$ cat config.mk
export PLATFORM = sky130hd
export DESIGN_NAME = sleb128_decoder_unit
export DESIGN_NICKNAME = d
export VERILOG_FILES = /design/src/rtl/sleb_pkg.sv /design/src/rtl/sleb_front.sv /design/src/rtl/sleb_back.sv /design/src/rtl/sleb128_decoder_unit.sv
export SDC_FILE = /design/constraint.sdc
export NUM_CORES = 1
export LEC_CHECK = 0
export BUFFER_PORTS_ARGS = -buffer_cell sky130_fd_sc_hd__buf_2
export CORE_UTILIZATION = 60
export DETAILED_ROUTE_END_ITERATION = 10
export HOLD_SLACK_MARGIN = 0.06
export PLACE_DENSITY = 0.81
export REMOVE_ABC_BUFFERS = 1
export SYNTH_ARGS = -nofsm -noshare
export SYNTH_HDL_FRONTEND = slang
export SYNTH_SLANG_ARGS = --single-unit
$ cat constraint.sdc
create_clock -name clk_i -period 7.93 [get_ports clk_i]
set_input_delay 0.3965 -clock clk_i [delete_from_list [all_inputs] [get_ports clk_i]]
set_output_delay 0.3965 -clock clk_i [all_outputs]
set_load 0.1 [all_outputs]
$ cat src/rtl/sleb_pkg.sv
// Shared types and constants for the signed LEB128 decoder.
// Holds the channel payload structs, the status codes and the queue sizing.
// No dependencies.
package sleb_pkg;

  localparam int VALUE_WIDTH   = 64;
  localparam int OUT_VALUE_W   = 64;
  localparam int QUEUE_DEPTH   = 2;
  localparam int BUDGET_W      = 7;
  localparam int COUNT_W       = 4;
  localparam logic [BUDGET_W-1:0] BUDGET_RESET = 7'd64;
  localparam logic [COUNT_W-1:0]  COUNT_MAX    = 4'hF;

  typedef enum logic [1:0] {
    ST_OK       = 2'd0,
    ST_BOUNDS   = 2'd1,
    ST_BITS     = 2'd2,
    ST_OVERFLOW = 2'd3
  } status_e;

  typedef struct packed {
    logic [7:0] data_byte;
    logic       buffer_end;
  } in_item_t;

  typedef struct packed {
    logic signed [OUT_VALUE_W-1:0] value;
    logic [COUNT_W-1:0]            byte_count;
    status_e                       status;
  } out_item_t;

  // Byte after classification: payload group and the two flags that steer it.
  typedef struct packed {
    logic [6:0] payload;
    logic       cont;
    logic       last;
  } cls_item_t;

endpackage

$ cat src/rtl/sleb_front.sv
// Front end of the decoder: accepts bytes, splits them into payload and flags,
// and holds them in a short queue for the back end. Depends on sleb_pkg.
module sleb_front (
  input  logic                clk_i,
  input  logic                rst_ni,
  input  logic                in_valid_i,
  output logic                in_ready_o,
  input  sleb_pkg::in_item_t  in_item_i,
  output logic                q_valid_o,
  output sleb_pkg::cls_item_t q_item_o,
  input  logic                q_pop_i
);
  import sleb_pkg::*;

  localparam int PtrW = (QUEUE_DEPTH > 1) ? $clog2(QUEUE_DEPTH) : 1;
  localparam int CntW = $clog2(QUEUE_DEPTH + 1);
  localparam logic [CntW-1:0] DepthC = CntW'(QUEUE_DEPTH);
  localparam logic [PtrW-1:0] LastPtr = PtrW'(QUEUE_DEPTH - 1);

  cls_item_t           slot_q [QUEUE_DEPTH];
  logic [PtrW-1:0]     wr_ptr_q, wr_ptr_d;
  logic [PtrW-1:0]     rd_ptr_q, rd_ptr_d;
  logic [CntW-1:0]     count_q, count_d;
  cls_item_t           cls;
  logic                push;
  logic                pop;

  always_comb begin
    cls.payload = in_item_i.data_byte[6:0];
    cls.cont    = in_item_i.data_byte[7];
    cls.last    = in_item_i.buffer_end;
  end

  assign in_ready_o = (count_q != DepthC);
  assign q_valid_o  = (count_q != '0);
  assign q_item_o   = slot_q[rd_ptr_q];
  assign push       = in_valid_i && in_ready_o;
  assign pop        = q_pop_i && q_valid_o;

  always_comb begin
    wr_ptr_d = wr_ptr_q;
    rd_ptr_d = rd_ptr_q;
    count_d  = count_q;
    if (push) begin
      wr_ptr_d = (wr_ptr_q == LastPtr) ? '0 : wr_ptr_q + 1'b1;
    end
    if (pop) begin
      rd_ptr_d = (rd_ptr_q == LastPtr) ? '0 : rd_ptr_q + 1'b1;
    end
    if (push && !pop) begin
      count_d = count_q + 1'b1;
    end else if (pop && !push) begin
      count_d = count_q - 1'b1;
    end
  end

  always_ff @(posedge clk_i or negedge rst_ni) begin
    if (!rst_ni) begin
      wr_ptr_q <= '0;
      rd_ptr_q <= '0;
      count_q  <= '0;
    end else begin
      wr_ptr_q <= wr_ptr_d;
      rd_ptr_q <= rd_ptr_d;
      count_q  <= count_d;
    end
  end

  always_ff @(posedge clk_i) begin
    if (push) begin
      slot_q[wr_ptr_q] <= cls;
    end
  end

endmodule

$ cat src/rtl/sleb_back.sv
// Back end of the decoder: folds queued bytes into the running value, checks
// the bit budget and drives the result register. Depends on sleb_pkg.
module sleb_back #(
  parameter int ValueWidth = sleb_pkg::VALUE_WIDTH
) (
  input  logic                              clk_i,
  input  logic                              rst_ni,
  input  logic [sleb_pkg::BUDGET_W-1:0]     budget_i,
  input  logic                              q_valid_i,
  input  sleb_pkg::cls_item_t               q_item_i,
  output logic                              q_pop_o,
  output logic                              out_valid_o,
  input  logic                              out_ready_i,
  output sleb_pkg::out_item_t               out_item_o
);
  import sleb_pkg::*;

  localparam logic [BUDGET_W-1:0] WidthLim = BUDGET_W'(ValueWidth);

  logic [ValueWidth-1:0] acc_q, acc_d;
  logic [BUDGET_W-1:0]   bits_used_q, bits_used_d;
  logic [COUNT_W-1:0]    bytes_seen_q, bytes_seen_d;
  logic                  out_valid_q, out_valid_d;
  out_item_t             out_item_q, out_item_d;

  logic                  take;
  logic [BUDGET_W-1:0]   budget;
  logic signed [BUDGET_W:0] rem;
  logic                  no_bits;
  logic                  near_top;
  logic [6:0]            mask;
  logic [6:0]            part;
  logic                  overflow;
  logic [ValueWidth-1:0] ext;
  logic [ValueWidth-1:0] acc_new;
  logic signed [ValueWidth-1:0] acc_signed;
  logic [COUNT_W-1:0]    count_next;
  logic                  emit;
  status_e               emit_status;

  assign take    = q_valid_i && (!out_valid_q || out_ready_i);
  assign q_pop_o = take;

  always_comb begin
    budget   = (budget_i > WidthLim) ? WidthLim : budget_i;
    rem      = $signed({1'b0, budget}) - $signed({1'b0, bits_used_q});
    no_bits  = (rem <= 0);
    near_top = !no_bits && (rem < 7);
    // Bits from the top allowed bit through bit 6 must all match.
    mask     = 7'(7'h7F << (rem[2:0] - 3'd1));
    part     = q_item_i.payload & mask;
    overflow = near_top && (part != 7'd0) && (part != mask);
    ext      = {{(ValueWidth-7){!q_item_i.cont && q_item_i.payload[6]}},
                q_item_i.payload};
    acc_new  = acc_q | (ext << bits_used_q);
    acc_signed = $signed(acc_new);
    count_next = (bytes_seen_q == COUNT_MAX) ? COUNT_MAX : bytes_seen_q + 1'b1;
  end

  always_comb begin
    acc_d        = acc_q;
    bits_used_d  = bits_used_q;
    bytes_seen_d = bytes_seen_q;
    out_item_d   = out_item_q;
    out_valid_d  = out_valid_q && !out_ready_i;
    emit         = 1'b0;
    emit_status  = ST_OK;

    if (take) begin
      if (no_bits) begin
        emit        = 1'b1;
        emit_status = ST_BITS;
      end else if (overflow) begin
        emit        = 1'b1;
        emit_status = ST_OVERFLOW;
      end else if (q_item_i.cont) begin
        if (q_item_i.last) begin
          emit        = 1'b1;
          emit_status = ST_BOUNDS;
        end else begin
          acc_d        = acc_new;
          bits_used_d  = bits_used_q + BUDGET_W'(7);
          bytes_seen_d = count_next;
        end
      end else begin
        emit        = 1'b1;
        emit_status = ST_OK;
      end

      if (emit) begin
        out_valid_d           = 1'b1;
        out_item_d.byte_count = count_next;
        out_item_d.status     = emit_status;
        out_item_d.value      = (emit_status == ST_OK) ? OUT_VALUE_W'(acc_signed) : '0;
        acc_d                 = '0;
        bits_used_d           = '0;
        bytes_seen_d          = '0;
      end
    end
  end

  always_ff @(posedge clk_i or negedge rst_ni) begin
    if (!rst_ni) begin
      acc_q        <= '0;
      bits_used_q  <= '0;
      bytes_seen_q <= '0;
      out_valid_q  <= 1'b0;
    end else begin
      acc_q        <= acc_d;
      bits_used_q  <= bits_used_d;
      bytes_seen_q <= bytes_seen_d;
      out_valid_q  <= out_valid_d;
    end
  end

  always_ff @(posedge clk_i) begin
    out_item_q <= out_item_d;
  end

  assign out_valid_o = out_valid_q;
  assign out_item_o  = out_item_q;

endmodule

$ cat src/rtl/sleb128_decoder_unit.sv
// Top level of the signed LEB128 decoder: bit budget register, front end
// queue and back end decode. Depends on sleb_pkg, sleb_front and sleb_back.
//
// Usage: bytes enter on the in channel (valid/ready), one per cycle, least
// significant 7-bit group first; buffer_end marks the last byte available.
// A result leaves on the out channel (valid/ready) for each terminal byte and
// for each byte that raises an error (out of bounds, out of bits, overflow);
// an error result carries a value of zero and the next byte starts afresh.
// Continuation bytes that end nothing produce no result.
// Throughput is one byte per cycle unless the receiver stalls, set by the
// combinational shift-and-merge in the back end. The byte ending a result
// is first written into the two-entry queue, and the back end then decodes
// it from there into the result register.
// The bit budget is written through cfg_we_i/cfg_wdata_i with no wait and
// takes effect on the next byte decoded; reset sets it to 64.
// Reset clears the queue, the partial value and the result valid flag.
// When the receiver stalls, the result register holds and the queue absorbs
// up to two more bytes before in_ready_o drops.
module sleb128_decoder_unit #(
  parameter int ValueWidth = sleb_pkg::VALUE_WIDTH
) (
  input  logic                          clk_i,
  input  logic                          rst_ni,
  input  logic                          in_valid_i,
  output logic                          in_ready_o,
  input  sleb_pkg::in_item_t            in_item_i,
  output logic                          out_valid_o,
  input  logic                          out_ready_i,
  output sleb_pkg::out_item_t           out_item_o,
  input  logic                          cfg_we_i,
  input  logic [sleb_pkg::BUDGET_W-1:0] cfg_wdata_i
);
  import sleb_pkg::*;

  logic [BUDGET_W-1:0] budget_q, budget_d;
  logic                q_valid;
  cls_item_t           q_item;
  logic                q_pop;

  assign budget_d = cfg_we_i ? cfg_wdata_i : budget_q;

  always_ff @(posedge clk_i or negedge rst_ni) begin
    if (!rst_ni) begin
      budget_q <= BUDGET_RESET;
    end else begin
      budget_q <= budget_d;
    end
  end

  sleb_front u_front (
    .clk_i      (clk_i),
    .rst_ni     (rst_ni),
    .in_valid_i (in_valid_i),
    .in_ready_o (in_ready_o),
    .in_item_i  (in_item_i),
    .q_valid_o  (q_valid),
    .q_item_o   (q_item),
    .q_pop_i    (q_pop)
  );

  sleb_back #(
    .ValueWidth (ValueWidth)
  ) u_back (
    .clk_i       (clk_i),
    .rst_ni      (rst_ni),
    .budget_i    (budget_q),
    .q_valid_i   (q_valid),
    .q_item_i    (q_item),
    .q_pop_o     (q_pop),
    .out_valid_o (out_valid_o),
    .out_ready_i (out_ready_i),
    .out_item_o  (out_item_o)
  );

endmodule

==> flow_metrics.py <==
metrics = {
    "run_status": {
        "outcome": "completed",
    },
    "floorplan": {
        "rows": 43,
        "ios": 93,
        "core_area_mm2": 0.0139,
        "initial_core_util_pct": 61.6,
        "dieArea_mm2": 0.0148,
        "fp.dieH_um": 122,
        "fp.dieW_um": 122,
    },
    "setup_path": {
        "crit_fanout": 72,
        "critPathRequiredTime_ns": 8.03,
        "critPathCaptureType": "register",
        "path_class": "register to register",
        "cp-start-kind": "register",
        "crit_arrival_ns": 5.66,
    },
    "yosys": {
        "netlist_instances": 853,
        "synthArstFlopShare_pct": 49.7,
        "synth-edff-count": 88,
        "synthTopCellsByArea": "edfxtp_1, dfrtp_1, nor2_1",
        "synth-seq-area-share_pct": 56.1,
        "ys_ff_latch": 175,
        "yosys_warnings": 0,
        "synth_ff_type": "edfxtp_1",
        "syn_avg_cell_area_um2": 10.1,
        "yosys.area.top_type": "edfxtp_1",
        "synthTopCellsByCount": "nor2_1, a21oi_1, edfxtp_1",
        "synth.cell_area_mm2": 0.00859,
        "ys_types": 67,
        "synth.most_common_cell": "nor2_1",
        "synth_top_area_share_pct": 30.8,
    },
    "timing": {
        "slew_viol_final": 0,
        "finClkSkew_ns": 0.0105,
        "hold_viol_final": 0,
        "worst_slew_pin_slew_ns": 1.20,
        "fmax_ghz": 0.180,
        "finalSetupViolCount": 0,
        "rsz0062_at_grt": "no",
        "post-route-period-util_pct": 70.1,
        "fin_crit_ns": 5.56,
        "timing.slew.headroom_pct": 20.1,
        "fin_tns_setup_ns": 0,
    },
    "cells_and_area": {
        "nFillCells": 1033,
        "nNetsFinal": 968,
        "syn2layout_area_growth_pct": 12.6,
        "drive_above_1_share_pct": 17.8,
        "n_antenna_cell": 0,
    },
    "detailed_routing": {
        "wl_per_cell_um": 17.0,
        "num_vias": 6812,
        "dr.pass1.iters": 6,
        "drt_iter0_markers": 705,
        "routed_via_density": 6.06,
        "routed_wl_um": 19100,
        "route.detailed.drc": 0,
        "final_antenna_net_count": 0,
    },
    "clocking": {
        "cts_max_level": 4,
        "cts_setup_buffers": 0,
        "clkSinkCount": 175,
        "cts_root_buf": "clkbuf_16",
        "cts.path.max_buffers": 2,
        "clock_latency_ns": 0.44,
        "cts_tree": "done",
        "clk_pin_slew_ns": 0.06,
        "numCtsBuffers": 17,
    },
    "placed_design": {
        "portBuffers": 92,
        "post-dp-hpwl_um": 12800,
        "gp_congestion": 0.980,
    },
    "worst_hold_path": {
        "holdCritPathClass": "input port to register",
    },
    "global_routing": {
        "grt_max_degree": 73,
        "gr-usage-all-layers_pct": 27.2,
        "grt_pass1_wl_um": 30600,
        "overflow": 0,
        "antenna_found_initial": 0,
        "grt_pass1_vias": 6158,
    },
    "job": {
        "max-cap-violations": 0,
    },
}
cell type report:
cell class	count	area, um^2	share of cell area [%]
clock buffer	19	433	4.48
clock inverter	13	133	1.37
inverter	24	92.6	0.958
multi-input combinational	611	3420	35.4
sequential	175	4820	49.9
tap	180	225	2.33
timing repair buffer	102	541	5.59
sequential cells by signal (all words and copies together) (netlist names):
register,flops
u_back.acc_q,64
u_back.bits_used_q,7
u_back.out_valid_o,1
budget_q,7
u_front.wr_ptr_q,1
u_front.count_q,2
u_front.slot_q,18
u_back.bytes_seen_q,4
u_front.rd_ptr_q,1
u_back.out_item_o,70
worst max-delay path, stage by stage, from the launching register on:
cell       delay, ns
dfrtp_1         0.62
clkinv_1        0.39
fa_1            0.59
inv_1           0.10
ha_1            0.19
inv_1           0.05
ha_1            0.39
a41oi_1         0.28
a21oi_1         0.08
a21oi_1         0.19
a2111oi_2       0.08
o31a_1          0.33
o211ai_2        0.52
nand2_1         0.25
inv_4           0.63
buf_4           0.48
kinds of logic after synthesis:
logic type | Yosys count | share of synthesized area [%]
mux | 29 | 4.76
simple gates | 339 | 16.7
fa+ha+maj | 16 | 2.42
flops | 175 | 56.1
compound gates | 218 | 15.1
xor+xnor | 9 | 0.918
buf+inv | 67 | 3.99
layer usage:
metal	GRT usage, %	routed length (um)	vias up
li1	-	-	3169
met1	36.7	8020	3256
met2	42.3	9150	333
met3	6.41	1420	54
met4	11.7	497	0
met5	0	0	-
cells in the final DEF (no fill, tap or decap), types with 5 or more instances in the layout:
master,count
nor3_1,19
clkbuf_16,17
a21oi_1,125
inv_1,19
ha_1,15
nor2_1,199
nand2_1,63
mux2i_1,8
o21ai_0,28
nand3_1,16
a21o_1,8
mux2_2,12
clkinv_4,5
buf_4,10
mux4_2,8
a31oi_1,6
nor2b_1,11
dfrtp_1,86
nand2b_1,10
edfxtp_1,88
o22ai_1,5
buf_2,91
xnor2_1,6
per-stage QoR:
stage | cell area [um^2] | utilization, % | cells | setup WS [ns] | hold WS, ns
5_1_grt | 9670 | 69.4 | 1124 | 1.85 | 0.134
3_5_place_dp | 9090 | 65.3 | 1091 | 2.44 | 0.304
2_1_floorplan | 8330 | - | 810 | 2.83 | 0.101
4_1_cts | 9670 | 69.4 | 1124 | 2.37 | 0.134
3_3_place_gp | 9090 | 65.3 | 1091 | 2.56 | 0.303
6_report | 9670 | 69.4 | 1124 | 2.37 | 0.143
path summary, 6_finish.rpt:
path                                            start  slack, ns  cells past startpoint                     to
worst max-delay path            u_back.bits_used_q[1]       2.37                     15  u_back.out_item_o[24]
worst min-delay path                     in_item_i[5]       0.14                      1   u_front.slot_q[1][6]
worst max register to register  u_back.bits_used_q[1]       2.37                     15  u_back.out_item_o[24]
worst min register to register       u_front.wr_ptr_q       0.49                      1       u_front.wr_ptr_q
max in group asynchronous                      rst_ni       6.41                      3       u_back.acc_q[15]
min in group asynchronous                      rst_ni       0.37                      2       u_back.acc_q[29]
repair_timing:
item / in CTS / in global routing
resized for setup: 0 / 0
endpoints found under the hold margin: 21 / 0
hold buffers: 1 / 0
Power is not shown: default switching activity piles up to over one toggle a cycle in this logic, so the estimate is an artifact.
